==> src/secmem_pkg.sv <==
// ----------------------------------------------------------------------------
// secmem_pkg
// Shared types, codes and Hamming(13,8) SECDED helpers for the ECC byte memory.
// ----------------------------------------------------------------------------
package secmem_pkg;

  localparam int ADDR_W = 10;
  localparam int DATA_W = 8;
  localparam int CHK_W  = 5;
  localparam int HAM_W  = 4;
  localparam int KIND_W = 2;
  localparam int STAT_W = 2;
  localparam int SYN_W  = 4;
  localparam int WORD_W = DATA_W + CHK_W;

  // input item kinds
  localparam logic [KIND_W-1:0] KIND_WRITE = 2'd0;
  localparam logic [KIND_W-1:0] KIND_READ  = 2'd1;
  localparam logic [KIND_W-1:0] KIND_RAW   = 2'd2;

  // result status codes
  localparam logic [STAT_W-1:0] ST_OK     = 2'd0;
  localparam logic [STAT_W-1:0] ST_PARITY = 2'd1;
  localparam logic [STAT_W-1:0] ST_DOUBLE = 2'd2;
  localparam logic [STAT_W-1:0] ST_SINGLE = 2'd3;

  // back-end operation codes
  localparam logic [1:0] OP_NOP   = 2'd0;
  localparam logic [1:0] OP_STORE = 2'd1;
  localparam logic [1:0] OP_READ  = 2'd2;

  typedef struct packed {
    logic [1:0]        op;
    logic [ADDR_W-1:0] addr;
    logic [DATA_W-1:0] data;
    logic [CHK_W-1:0]  check;
  } cmd_t;

  typedef struct packed {
    logic clearing;
  } back_stat_t;

  // d1 is bit 7, d8 is bit 0; result bit3 p1 .. bit0 p4
  function automatic logic [HAM_W-1:0] hamming_bits(input logic [DATA_W-1:0] d);
    logic p1, p2, p3, p4;
    p1 = d[7] ^ d[6] ^ d[4] ^ d[3] ^ d[1];
    p2 = d[7] ^ d[5] ^ d[4] ^ d[2] ^ d[1];
    p3 = d[6] ^ d[5] ^ d[4] ^ d[0];
    p4 = d[3] ^ d[2] ^ d[1] ^ d[0];
    return {p1, p2, p3, p4};
  endfunction

  function automatic logic overall_parity(input logic [DATA_W-1:0] d,
                                          input logic [HAM_W-1:0]  h);
    return ^{d, h};
  endfunction

endpackage

==> src/secmem_queue.sv <==
// ----------------------------------------------------------------------------
// secmem_queue
// Two-entry command queue between front and back.
// ----------------------------------------------------------------------------
module secmem_queue import secmem_pkg::*; (
  input  logic clk,
  input  logic rst_n,
  input  logic push,
  input  cmd_t push_cmd,
  output logic full,
  input  logic pop,
  output logic pop_valid,
  output cmd_t pop_cmd
);

  cmd_t       ent_r [2];
  logic       wr_ptr_r, wr_ptr_nxt;
  logic       rd_ptr_r, rd_ptr_nxt;
  logic [1:0] cnt_r, cnt_nxt;

  assign full      = cnt_r == 2'd2;
  assign pop_valid = cnt_r != 2'd0;
  assign pop_cmd   = ent_r[rd_ptr_r];

  always_comb begin
    wr_ptr_nxt = wr_ptr_r ^ push;
    rd_ptr_nxt = rd_ptr_r ^ pop;
    cnt_nxt    = cnt_r + 2'(push) - 2'(pop);
  end

  always_ff @(posedge clk) begin
    if (!rst_n) begin
      wr_ptr_r <= 1'b0;
      rd_ptr_r <= 1'b0;
      cnt_r    <= 2'd0;
    end else begin
      wr_ptr_r <= wr_ptr_nxt;
      rd_ptr_r <= rd_ptr_nxt;
      cnt_r    <= cnt_nxt;
    end
  end

  always_ff @(posedge clk) begin
    if (push) begin
      ent_r[wr_ptr_r] <= push_cmd;
    end
  end

endmodule

==> config.mk <==
export PLATFORM = sky130hd
export DESIGN_NAME = secmem_queue
export DESIGN_NICKNAME = d
export VERILOG_FILES = /design/src/secmem_pkg.sv /design/src/secmem_queue.sv
export SDC_FILE = /design/constraint.sdc
export NUM_CORES = 1
export LEC_CHECK = 0
export ABC_AREA = 1
export BUFFER_PORTS_ARGS = -buffer_cell sky130_fd_sc_hd__buf_4
export CORE_ASPECT_RATIO = 1.4
export CORE_MARGIN = 5
export CORE_UTILIZATION = 46
export CTS_CLUSTER_SIZE = 25
export DETAILED_ROUTE_END_ITERATION = 7
export PLACE_DENSITY = 0.83
export SYNTH_ARGS = -nofsm -noshare
export SYNTH_HDL_FRONTEND = slang
export SYNTH_SLANG_ARGS = --single-unit
==> constraint.sdc <==
create_clock -name clk -period 1.5 [get_ports clk]
set_input_delay 0.225 -clock clk [delete_from_list [all_inputs] [get_ports clk]]
set_output_delay 0.225 -clock clk [all_outputs]
set_load 0.005 [all_outputs]
==> flow_summary.ini <==
[status]
outcome = finished, violations left
violations = negative setup slack

[drt]
final_antenna_net_count = 0
wirelength_mm = 3.56
vias = 1091
via_per_inst = 4.62
dr.pass1.iters = 4
drt-initial-drc-count = 20
drc = 0
wire_per_inst_um = 15.1

[floorplan]
fp.dieH_um = 90.7
row_count = 29
io-pin-count = 56
die_area_mm2 = 0.00614
core_area_mm2 = 0.00454
die_w_um = 67.7
initial_core_util_pct = 47.2

[logic_synthesis]
ys_seq_elements = 55
syn-cell-area_mm2 = 0.00214
ys_types = 13
syn_avg_cell_area_um2 = 20.0
syn_inst = 107
synth_nets = 140
seq_area_frac_synth_pct = 74.8
yosys_warnings = 0

[critical_path]
crit_arrival_ns = 1.29
start_kind = flop
crit_fanout = 10
critPathKind = reg -> out
critPathCaptureType = output port
worstPathRequired_ns = 1.27

[place]
place_congestion = 0.567
port_buffers = 55
pre_cts_ws_ns = 0.169
dpl_cell_area_mm2 = 0.00264
hpwl_mm = 2.63

[job]
maxCapViolations = 0

[grt]
grt_pass1_vias = 1231
grt_overflow_total = 0
grt_max_degree = 17
grt_first_pass_wirelength_mm = 5.58
antenna_found_initial = 0
grt_use_total_pct = 12.7

[clock_tree]
clk_pin_slew_ns = 0.08
clockBufferDepth = 2
cts_root_buf = clkbuf_8
numCtsBuffers = 5
clkLatencyLatePin_ns = 0.30
clock-sinks = 55
cts_tree = built
cts_max_level = 2
cts_hold_buf = 0

[layout]
area_growth_pct = 33.8
fin_area_mm2 = 0.00287
fill_cells = 347
utilization_pct = 63.2
final_common_cell = edfxtp_1
drive_gt1_share_pct = 53.4
finalNetCount = 206
layout_common_cells = edfxtp_1, buf_4, buf_6
insertedDiodeCount = 0

[sta]
hold_slack_ns = 0.103
skew_ns = 0.00427
setup_tns_ns = -0.292
rsz0062_at_grt = yes
worst_slack_ns = -0.0186
slew_viol_final = 0
max_slew_margin_pct = 85.7
finalHoldViolCount = 0
period_share_pct = 101
setup_violations = 21
worst_pin_slew_ns = 0.214
period_needed_ns = 1.52
clock.fmax_mhz = 659

[power_and_ir_drop]
power.net_switching_uw = 651
power.density_mw_per_mm2 = 1090
p_int_uw = 2470
swShare_pct = 20.9
p_seq_share_pct = 58.3
power_frac_clock_pct = 23.2
p_comb_share_pct = 18.5
vdd.ir_drop.worst_mv = 0.794
power_leakage_uw = 0.00117

[min_path]
hp-class = in -> reg
## state kept, by name, indices dropped and copies added (netlist names), named ones only
register and count:
ent_r 50, cnt_r 2, rd_ptr_r 1, wr_ptr_r 1
## metal layers
metal | up-vias | wire [um] | GRT usage [%] | part of all wire (%)
met3 | 6 | 172 | 3.36 | 4.8
met5 | - | 0 | 0 | 0
li1 | 529 | - | - | -
met1 | 526 | 1180 | 12.8 | 33
met2 | 30 | 2130 | 23.1 | 60
met4 | 0 | 82 | 6.09 | 2.3
## final cells by class
cell class | count | area (um2) | share of cell area (%)
Multi-Input combinational cell | 42 | 482 | 16.8
Clock buffer | 6 | 72.6 | 2.53
Tap cell | 62 | 77.6 | 2.71
Timing Repair Buffer | 62 | 596 | 20.8
Inverter | 7 | 26.3 | 0.917
Sequential cell | 55 | 1610 | 56.0
Clock inverter | 2 | 7.51 | 0.262
## through the flow
step	total power (uW)	cells
floorplan	2110	107
global placement	2310	227
detailed placement	2350	227
CTS	3150	236
global route	3270	236
finish	3120	236
## power groups by stage
stage / clock network [uW] / registers [uW] / logic [uW]
6_report: 723 / 1820 / 578
5_1_grt: 818 / 1830 / 625
4_1_cts: 750 / 1820 / 579
3_5_place_dp: 0 / 1850 / 500
3_3_place_gp: 0 / 1840 / 477
2_1_floorplan: 0 / 1840 / 272
## final timing paths
| path | start | endpoint | slack [ns] | depth (start not counted) |
|---|---|---|---|---|
| hold / removal | push_cmd[0] | ent_r[0][0] | 0.10 | 1 |
| hold reg to reg | rd_ptr_r | flop | 0.55 | 2 |
| setup reg to reg | cnt_r[0] | cnt_r[1] | 0.17 | 8 |
| setup / recovery | flop | pop_cmd[13] | -0.02 | 3 |
## cell families after synthesis
kind of cell	after synthesis	synth area share, %
adders and majority gates	4	2.34
muxes	25	16.6
AOI/OAI and AO/OA	1	0.233
buffers and inverters	10	3.62
DFF	55	74.8
xor gates and xnor gates	1	0.409
and+or+nand+nor	11	1.99
## worst max-delay path, stage by stage, from the launching register on
cell	delay, ns
dfxtp_4	0.41
buf_12	0.16
mux2_4	0.31
buf_6	0.12
## cell usage after synthesis
master,instances,share of area [%]
a21oi_1,1,0.23
buf_12,2,1.9
buf_6,1,0.53
dfxtp_1,5,4.7
edfxtp_1,50,70
ha_1,4,2.3
inv_1,7,1.2
mux2_2,5,2.6
mux2_4,20,14
nand2_1,5,0.88
nand3_1,1,0.23
nor2_1,5,0.88
xnor2_1,1,0.41
## timing repair
item / in CTS / in global routing
setup buffers: 0 / 0
setup endpoints to repair: 25 / 25
resized for setup: 30 / 4
cloned: 1 / 0
No activity file was read; power rests on OpenSTA's default activity.
