[src/secmem_pkg.sv]
// ----------------------------------------------------------------------------
// secmem_pkg
// Shared types, codes and Hamming(13,8) SECDED helpers for the ECC byte memory.
// ----------------------------------------------------------------------------
package secmem_pkg;

  localparam int ADDR_W = 10;
  localparam int DATA_W = 8;
  localparam int CHK_W  = 5;
  localparam int HAM_W  = 4;
  localparam int KIND_W = 2;
  localparam int STAT_W = 2;
  localparam int SYN_W  = 4;
  localparam int WORD_W = DATA_W + CHK_W;

  // input item kinds
  localparam logic [KIND_W-1:0] KIND_WRITE = 2'd0;
  localparam logic [KIND_W-1:0] KIND_READ  = 2'd1;
  localparam logic [KIND_W-1:0] KIND_RAW   = 2'd2;

  // result status codes
  localparam logic [STAT_W-1:0] ST_OK     = 2'd0;
  localparam logic [STAT_W-1:0] ST_PARITY = 2'd1;
  localparam logic [STAT_W-1:0] ST_DOUBLE = 2'd2;
  localparam logic [STAT_W-1:0] ST_SINGLE = 2'd3;

  // back-end operation codes
  localparam logic [1:0] OP_NOP   = 2'd0;
  localparam logic [1:0] OP_STORE = 2'd1;
  localparam logic [1:0] OP_READ  = 2'd2;

  typedef struct packed {
    logic [1:0]        op;
    logic [ADDR_W-1:0] addr;
    logic [DATA_W-1:0] data;
    logic [CHK_W-1:0]  check;
  } cmd_t;

  typedef struct packed {
    logic clearing;
  } back_stat_t;

  // d1 is bit 7, d8 is bit 0; result bit3 p1 .. bit0 p4
  function automatic logic [HAM_W-1:0] hamming_bits(input logic [DATA_W-1:0] d);
    logic p1, p2, p3, p4;
    p1 = d[7] ^ d[6] ^ d[4] ^ d[3] ^ d[1];
    p2 = d[7] ^ d[5] ^ d[4] ^ d[2] ^ d[1];
    p3 = d[6] ^ d[5] ^ d[4] ^ d[0];
    p4 = d[3] ^ d[2] ^ d[1] ^ d[0];
    return {p1, p2, p3, p4};
  endfunction

  function automatic logic overall_parity(input logic [DATA_W-1:0] d,
                                          input logic [HAM_W-1:0]  h);
    return ^{d, h};
  endfunction

endpackage

[src/secmem_if.sv]
// ----------------------------------------------------------------------------
// secmem_if
// Valid/ready channels of the ECC byte memory: request and result.
// ----------------------------------------------------------------------------
interface secmem_in_if import secmem_pkg::*; ();
  logic              valid;
  logic              ready;
  logic [KIND_W-1:0] kind;
  logic [ADDR_W-1:0] addr;
  logic [DATA_W-1:0] wdata;
  logic [CHK_W-1:0]  wcheck;

  modport source (output valid, output kind, output addr, output wdata, output wcheck,
                  input ready);
  modport sink (input valid, input kind, input addr, input wdata, input wcheck,
                output ready);
endinterface


[src/secmem_front.sv]
// ----------------------------------------------------------------------------
// secmem_front
// Accepts request items, range-checks the address, encodes writes.
// ----------------------------------------------------------------------------
module secmem_front import secmem_pkg::*; #(
  parameter int MEM_DEPTH = 1024
) (
  input  logic          clk,
  input  logic          rst_n,
  secmem_in_if.sink     in_chan,
  input  back_stat_t    back_stat,
  input  logic          q_full,
  output logic          q_push,
  output cmd_t          q_cmd
);

  localparam int EXT_W = 17;
  localparam logic [EXT_W-1:0] DEPTH_X = EXT_W'(MEM_DEPTH);

  logic              in_range;
  logic [HAM_W-1:0]  ham;
  logic              seen_r;
  logic              seen_nxt;

  assign in_range = EXT_W'(in_chan.addr) < DEPTH_X;
  assign ham      = hamming_bits(in_chan.wdata);

  assign in_chan.ready = !q_full && !back_stat.clearing;
  assign q_push        = in_chan.valid && in_chan.ready;

  always_comb begin
    q_cmd.addr  = in_chan.addr;
    q_cmd.data  = in_chan.wdata;
    q_cmd.check = in_chan.wcheck;
    q_cmd.op    = OP_NOP;
    if (in_range) begin
      unique case (in_chan.kind)
        KIND_WRITE: begin
          q_cmd.op    = OP_STORE;
          q_cmd.check = {overall_parity(in_chan.wdata, ham), ham};
        end
        KIND_RAW:  q_cmd.op = OP_STORE;
        KIND_READ: q_cmd.op = OP_READ;
        default:   q_cmd.op = OP_NOP;
      endcase
    end
  end

  // tracks that at least one item has entered since reset
  assign seen_nxt = seen_r || q_push;

  always_ff @(posedge clk) begin
    if (!rst_n) begin
      seen_r <= 1'b0;
    end else begin
      seen_r <= seen_nxt;
    end
  end

`ifndef NO_ASSERTIONS
  a_no_push_in_clear: assert property (@(posedge clk) disable iff (!rst_n)
    back_stat.clearing |-> !q_push) else $error("item entered during memory clear");
  a_clear_before_items: assert property (@(posedge clk) disable iff (!rst_n)
    seen_r |-> !back_stat.clearing) else $error("memory clear after items entered");
  a_no_push_full: assert property (@(posedge clk) disable iff (!rst_n)
    q_full |-> !q_push) else $error("push into full queue");
`endif

endmodule

[src/flat_wrapper.sv]
// flat-port wrapper written by rule: the top's interface ports become plain ports
module secmem_front_flat import secmem_pkg::*;
#(
  parameter int MEM_DEPTH = 1024
)
  (clk, rst_n, back_stat, q_full, q_push, q_cmd, in_chan_valid, in_chan_kind, in_chan_addr, in_chan_wdata, in_chan_wcheck, in_chan_ready);
  secmem_in_if in_chan_i ();
  input  logic clk;
  input  logic rst_n;
  input  back_stat_t back_stat;
  input  logic q_full;
  output logic q_push;
  output cmd_t q_cmd;
  input wire logic [$bits(in_chan_i.valid)-1:0] in_chan_valid;
  input wire logic [$bits(in_chan_i.kind)-1:0] in_chan_kind;
  input wire logic [$bits(in_chan_i.addr)-1:0] in_chan_addr;
  input wire logic [$bits(in_chan_i.wdata)-1:0] in_chan_wdata;
  input wire logic [$bits(in_chan_i.wcheck)-1:0] in_chan_wcheck;
  output wire logic [$bits(in_chan_i.ready)-1:0] in_chan_ready;
  assign in_chan_i.valid = in_chan_valid;
  assign in_chan_i.kind = in_chan_kind;
  assign in_chan_i.addr = in_chan_addr;
  assign in_chan_i.wdata = in_chan_wdata;
  assign in_chan_i.wcheck = in_chan_wcheck;
  assign in_chan_ready = in_chan_i.ready;
  secmem_front #(.MEM_DEPTH(MEM_DEPTH)) u_core (.clk(clk), .rst_n(rst_n), .in_chan(in_chan_i), .back_stat(back_stat), .q_full(q_full), .q_push(q_push), .q_cmd(q_cmd));
endmodule
[config.mk]
export PLATFORM = sky130hd
export DESIGN_NAME = secmem_front_flat
export DESIGN_NICKNAME = d
export VERILOG_FILES = /design/src/secmem_pkg.sv /design/src/secmem_if.sv /design/src/secmem_front.sv /design/src/flat_wrapper.sv
export SDC_FILE = /design/constraint.sdc
export NUM_CORES = 1
export LEC_CHECK = 0
export BUFFER_PORTS_ARGS = -buffer_cell sky130_fd_sc_hd__buf_4
export CORE_AREA = 3 3 40 42
export DETAILED_ROUTE_END_ITERATION = 6
export DIE_AREA = 0 0 43 45
export PLACE_DENSITY = 0.77
export SKIP_LAST_GASP = 1
export SYNTH_ARGS = -nofsm -noshare
export SYNTH_HDL_FRONTEND = slang
export SYNTH_SLANG_ARGS = --single-unit
[constraint.sdc]
create_clock -name vclk -period 1.8
set_input_delay 0.36 -clock vclk [all_inputs]
set_output_delay 0.36 -clock vclk [all_outputs]
set_load 0.01 [all_outputs]
==> flow_summary.json <==
{
  "synth_fa_ha_area_share_pct": 0,
  "cp_common_cell": "buf_4",
  "place_congestion": 0.652,
  "overflow": 0,
  "violations": "setup timing",
  "final_net_count": 101,
  "finalSetupViolCount": 2,
  "via_per_inst": 3.99,
  "syn_avg_cell_area_um2": 7.78,
  "worstSetupEndpointType": "output port",
  "wire_per_inst_um": 8.88,
  "arrival_ns": 1.57,
  "place_area_um2": 549,
  "fillers": 131,
  "synth-xor-area-share_pct": 42.3,
  "design_area_um2": 572,
  "synth_cell_type_count": 13,
  "dieArea_mm2": 0.00194,
  "nClkBuffers": 0,
  "synth_top_area_cell": "buf_4",
  "ant_nets": 0,
  "grt_max_degree": 11,
  "irDropWorstVdd_mv": 0.174,
  "fp-row-count": 13,
  "dpl.cell_count": 83,
  "antenna_found_initial": 0,
  "fin_ws_ns": -0.131,
  "drv_slew": 0,
  "grt_pass1_vias": 305,
  "n_antenna_cell": 0,
  "status": "finished, violations left",
  "fmax_ghz": 0.518,
  "groute.usage.overall_pct": 7.26,
  "fin_cells": 84,
  "period_needed_ns": 1.93,
  "path_depth": 6,
  "synth_top_family_by_area": "XOR/XNOR gates",
  "path_buf_inv": 2,
  "required_ns": 1.44,
  "vias": 335,
  "p_leak_nw": 0.312,
  "first_pass_iters": 4,
  "drc_errors": 0,
  "crit_chain": "buf_4 > xor2_2 > xor2_1 > xnor3_1 > o21ai_2 > buf_4",
  "cts_hold_buf": 0,
  "synth_area_um2": 358,
  "worst_path_max_delay_cell": "xnor3_1",
  "final.period_utilization_pct": 107,
  "coreArea_mm2": 0.00128,
  "drt_iter0_drc": 2,
  "syn-num-nets": 76,
  "synthCells": 46,
  "worst_pin_slew_ns": 0.256,
  "synth_seq_area_share_pct": 0,
  "io_pins": 57,
  "rsz0062_at_grt": "yes",
  "layout.cells.most_common_list": "42 x buf_4, 6 x xnor2_1, 5 x nand2_1",
  "synth.top_cell.area_share_pct": 37.8,
  "final_common_cell": "buf_4",
  "hold-path-cell-count": 0,
  "start_util_pct": 27.8,
  "layout-drive-gt1-share_pct": 68.1,
  "grt_pass1_wl_mm": 1.16,
  "hold_class": "in2out",
  "synth_mux_area_share_pct": 0,
  "die_w_um": 43,
  "max_slew_margin_pct": 82.8,
  "synth_area_leaders": "buf_4 38%, xnor2_1 17%, xnor3_1 13%",
  "n_sequential_cell": 0,
  "die_h_um": 45,
  "crit_path_max_incr_delay_ns": 0.43,
  "holdWs_ns": 0.720,
  "routed_wl_um": 746,
  "synth-simple-area-share_pct": 10.8,
  "port_buffers": 35,
  "syn2layout_area_growth_pct": 59.8,
  "timing.max_cap.violations": 0,
  "postLayoutCoreUtil_pct": 44.5,
  "critPathMaxFanout": 2,
  "cp_top_family": "XOR/XNOR gates",
  "seq_area_um2": 0,
  "p_per_area_mw_per_mm2": 369,
  "dp_hpwl_um": 672,
  "hold_violations": 0,
  "cp-start-kind": "primary input",
  "synth_compound_area_share_pct": 6.99,
  "criticalPathCategory": "in2out",
  "yosysWarningCount": 0,
  "setup_tns_ns": -0.144
}
-- layer usage --
metal	global-route usage [%]	up-vias	wire, um
met3	1.20	2	136
met2	13.2	24	363
li1	-	172	-
met5	0	-	0
met1	9.47	137	242
met4	0.602	0	4
-- logic make-up after synthesis --
family,Yosys count
AOI/OAI and AO/OA,5
xor gates and xnor gates,12
buffers and inverters,20
and+or+nand+nor,9
-- synth_stat cells, drive strengths merged --
| master | count |
|---|---|
| nor2 | 2 |
| inv | 1 |
| or2 | 1 |
| xnor2 | 8 |
| clkbuf | 1 |
| xnor3 | 2 |
| nand2 | 5 |
| o21ai | 5 |
| xor2 | 2 |
| buf | 18 |
| and2 | 1 |
-- where the power goes --
group | leakage [nW] | internal [mW] | switching, mW
sequential | 0 | 0 | 0
clock | 0 | 0 | 0
combinational | 0.312 | 0.134 | 0.0771
-- stage by stage --
| stage | power [mW] | setup slack, ns |
|---|---|---|
| detailed placement | 0.201 | -0.209 |
| global route | 0.230 | -0.224 |
| CTS | 0.214 | -0.147 |
| floorplan | 0.133 | 0.0229 |
| global placement | 0.201 | -0.208 |
| finish | 0.211 | -0.131 |
-- final timing paths --
check,from,endpoint
max,in_chan_wdata[3],q_cmd[4]
min,in_chan_addr[0],q_cmd[13]
-- layout make-up --
class	count	area, um2	share of cell area, %
timing repair buffer	42	315	55.1
multi-input combinational	26	234	40.9
tap	15	18.8	3.28
inverter	1	3.75	0.656
-- repair_timing --
action                                  4_1_cts  5_1_grt
hold endpoints to repair                      0        0
pin swaps                                     1        0
buffers inserted                              1        0
endpoints found under the setup margin        1        4
resized for setup                             2        0
Note: power is estimated with default switching activity, not from simulation.
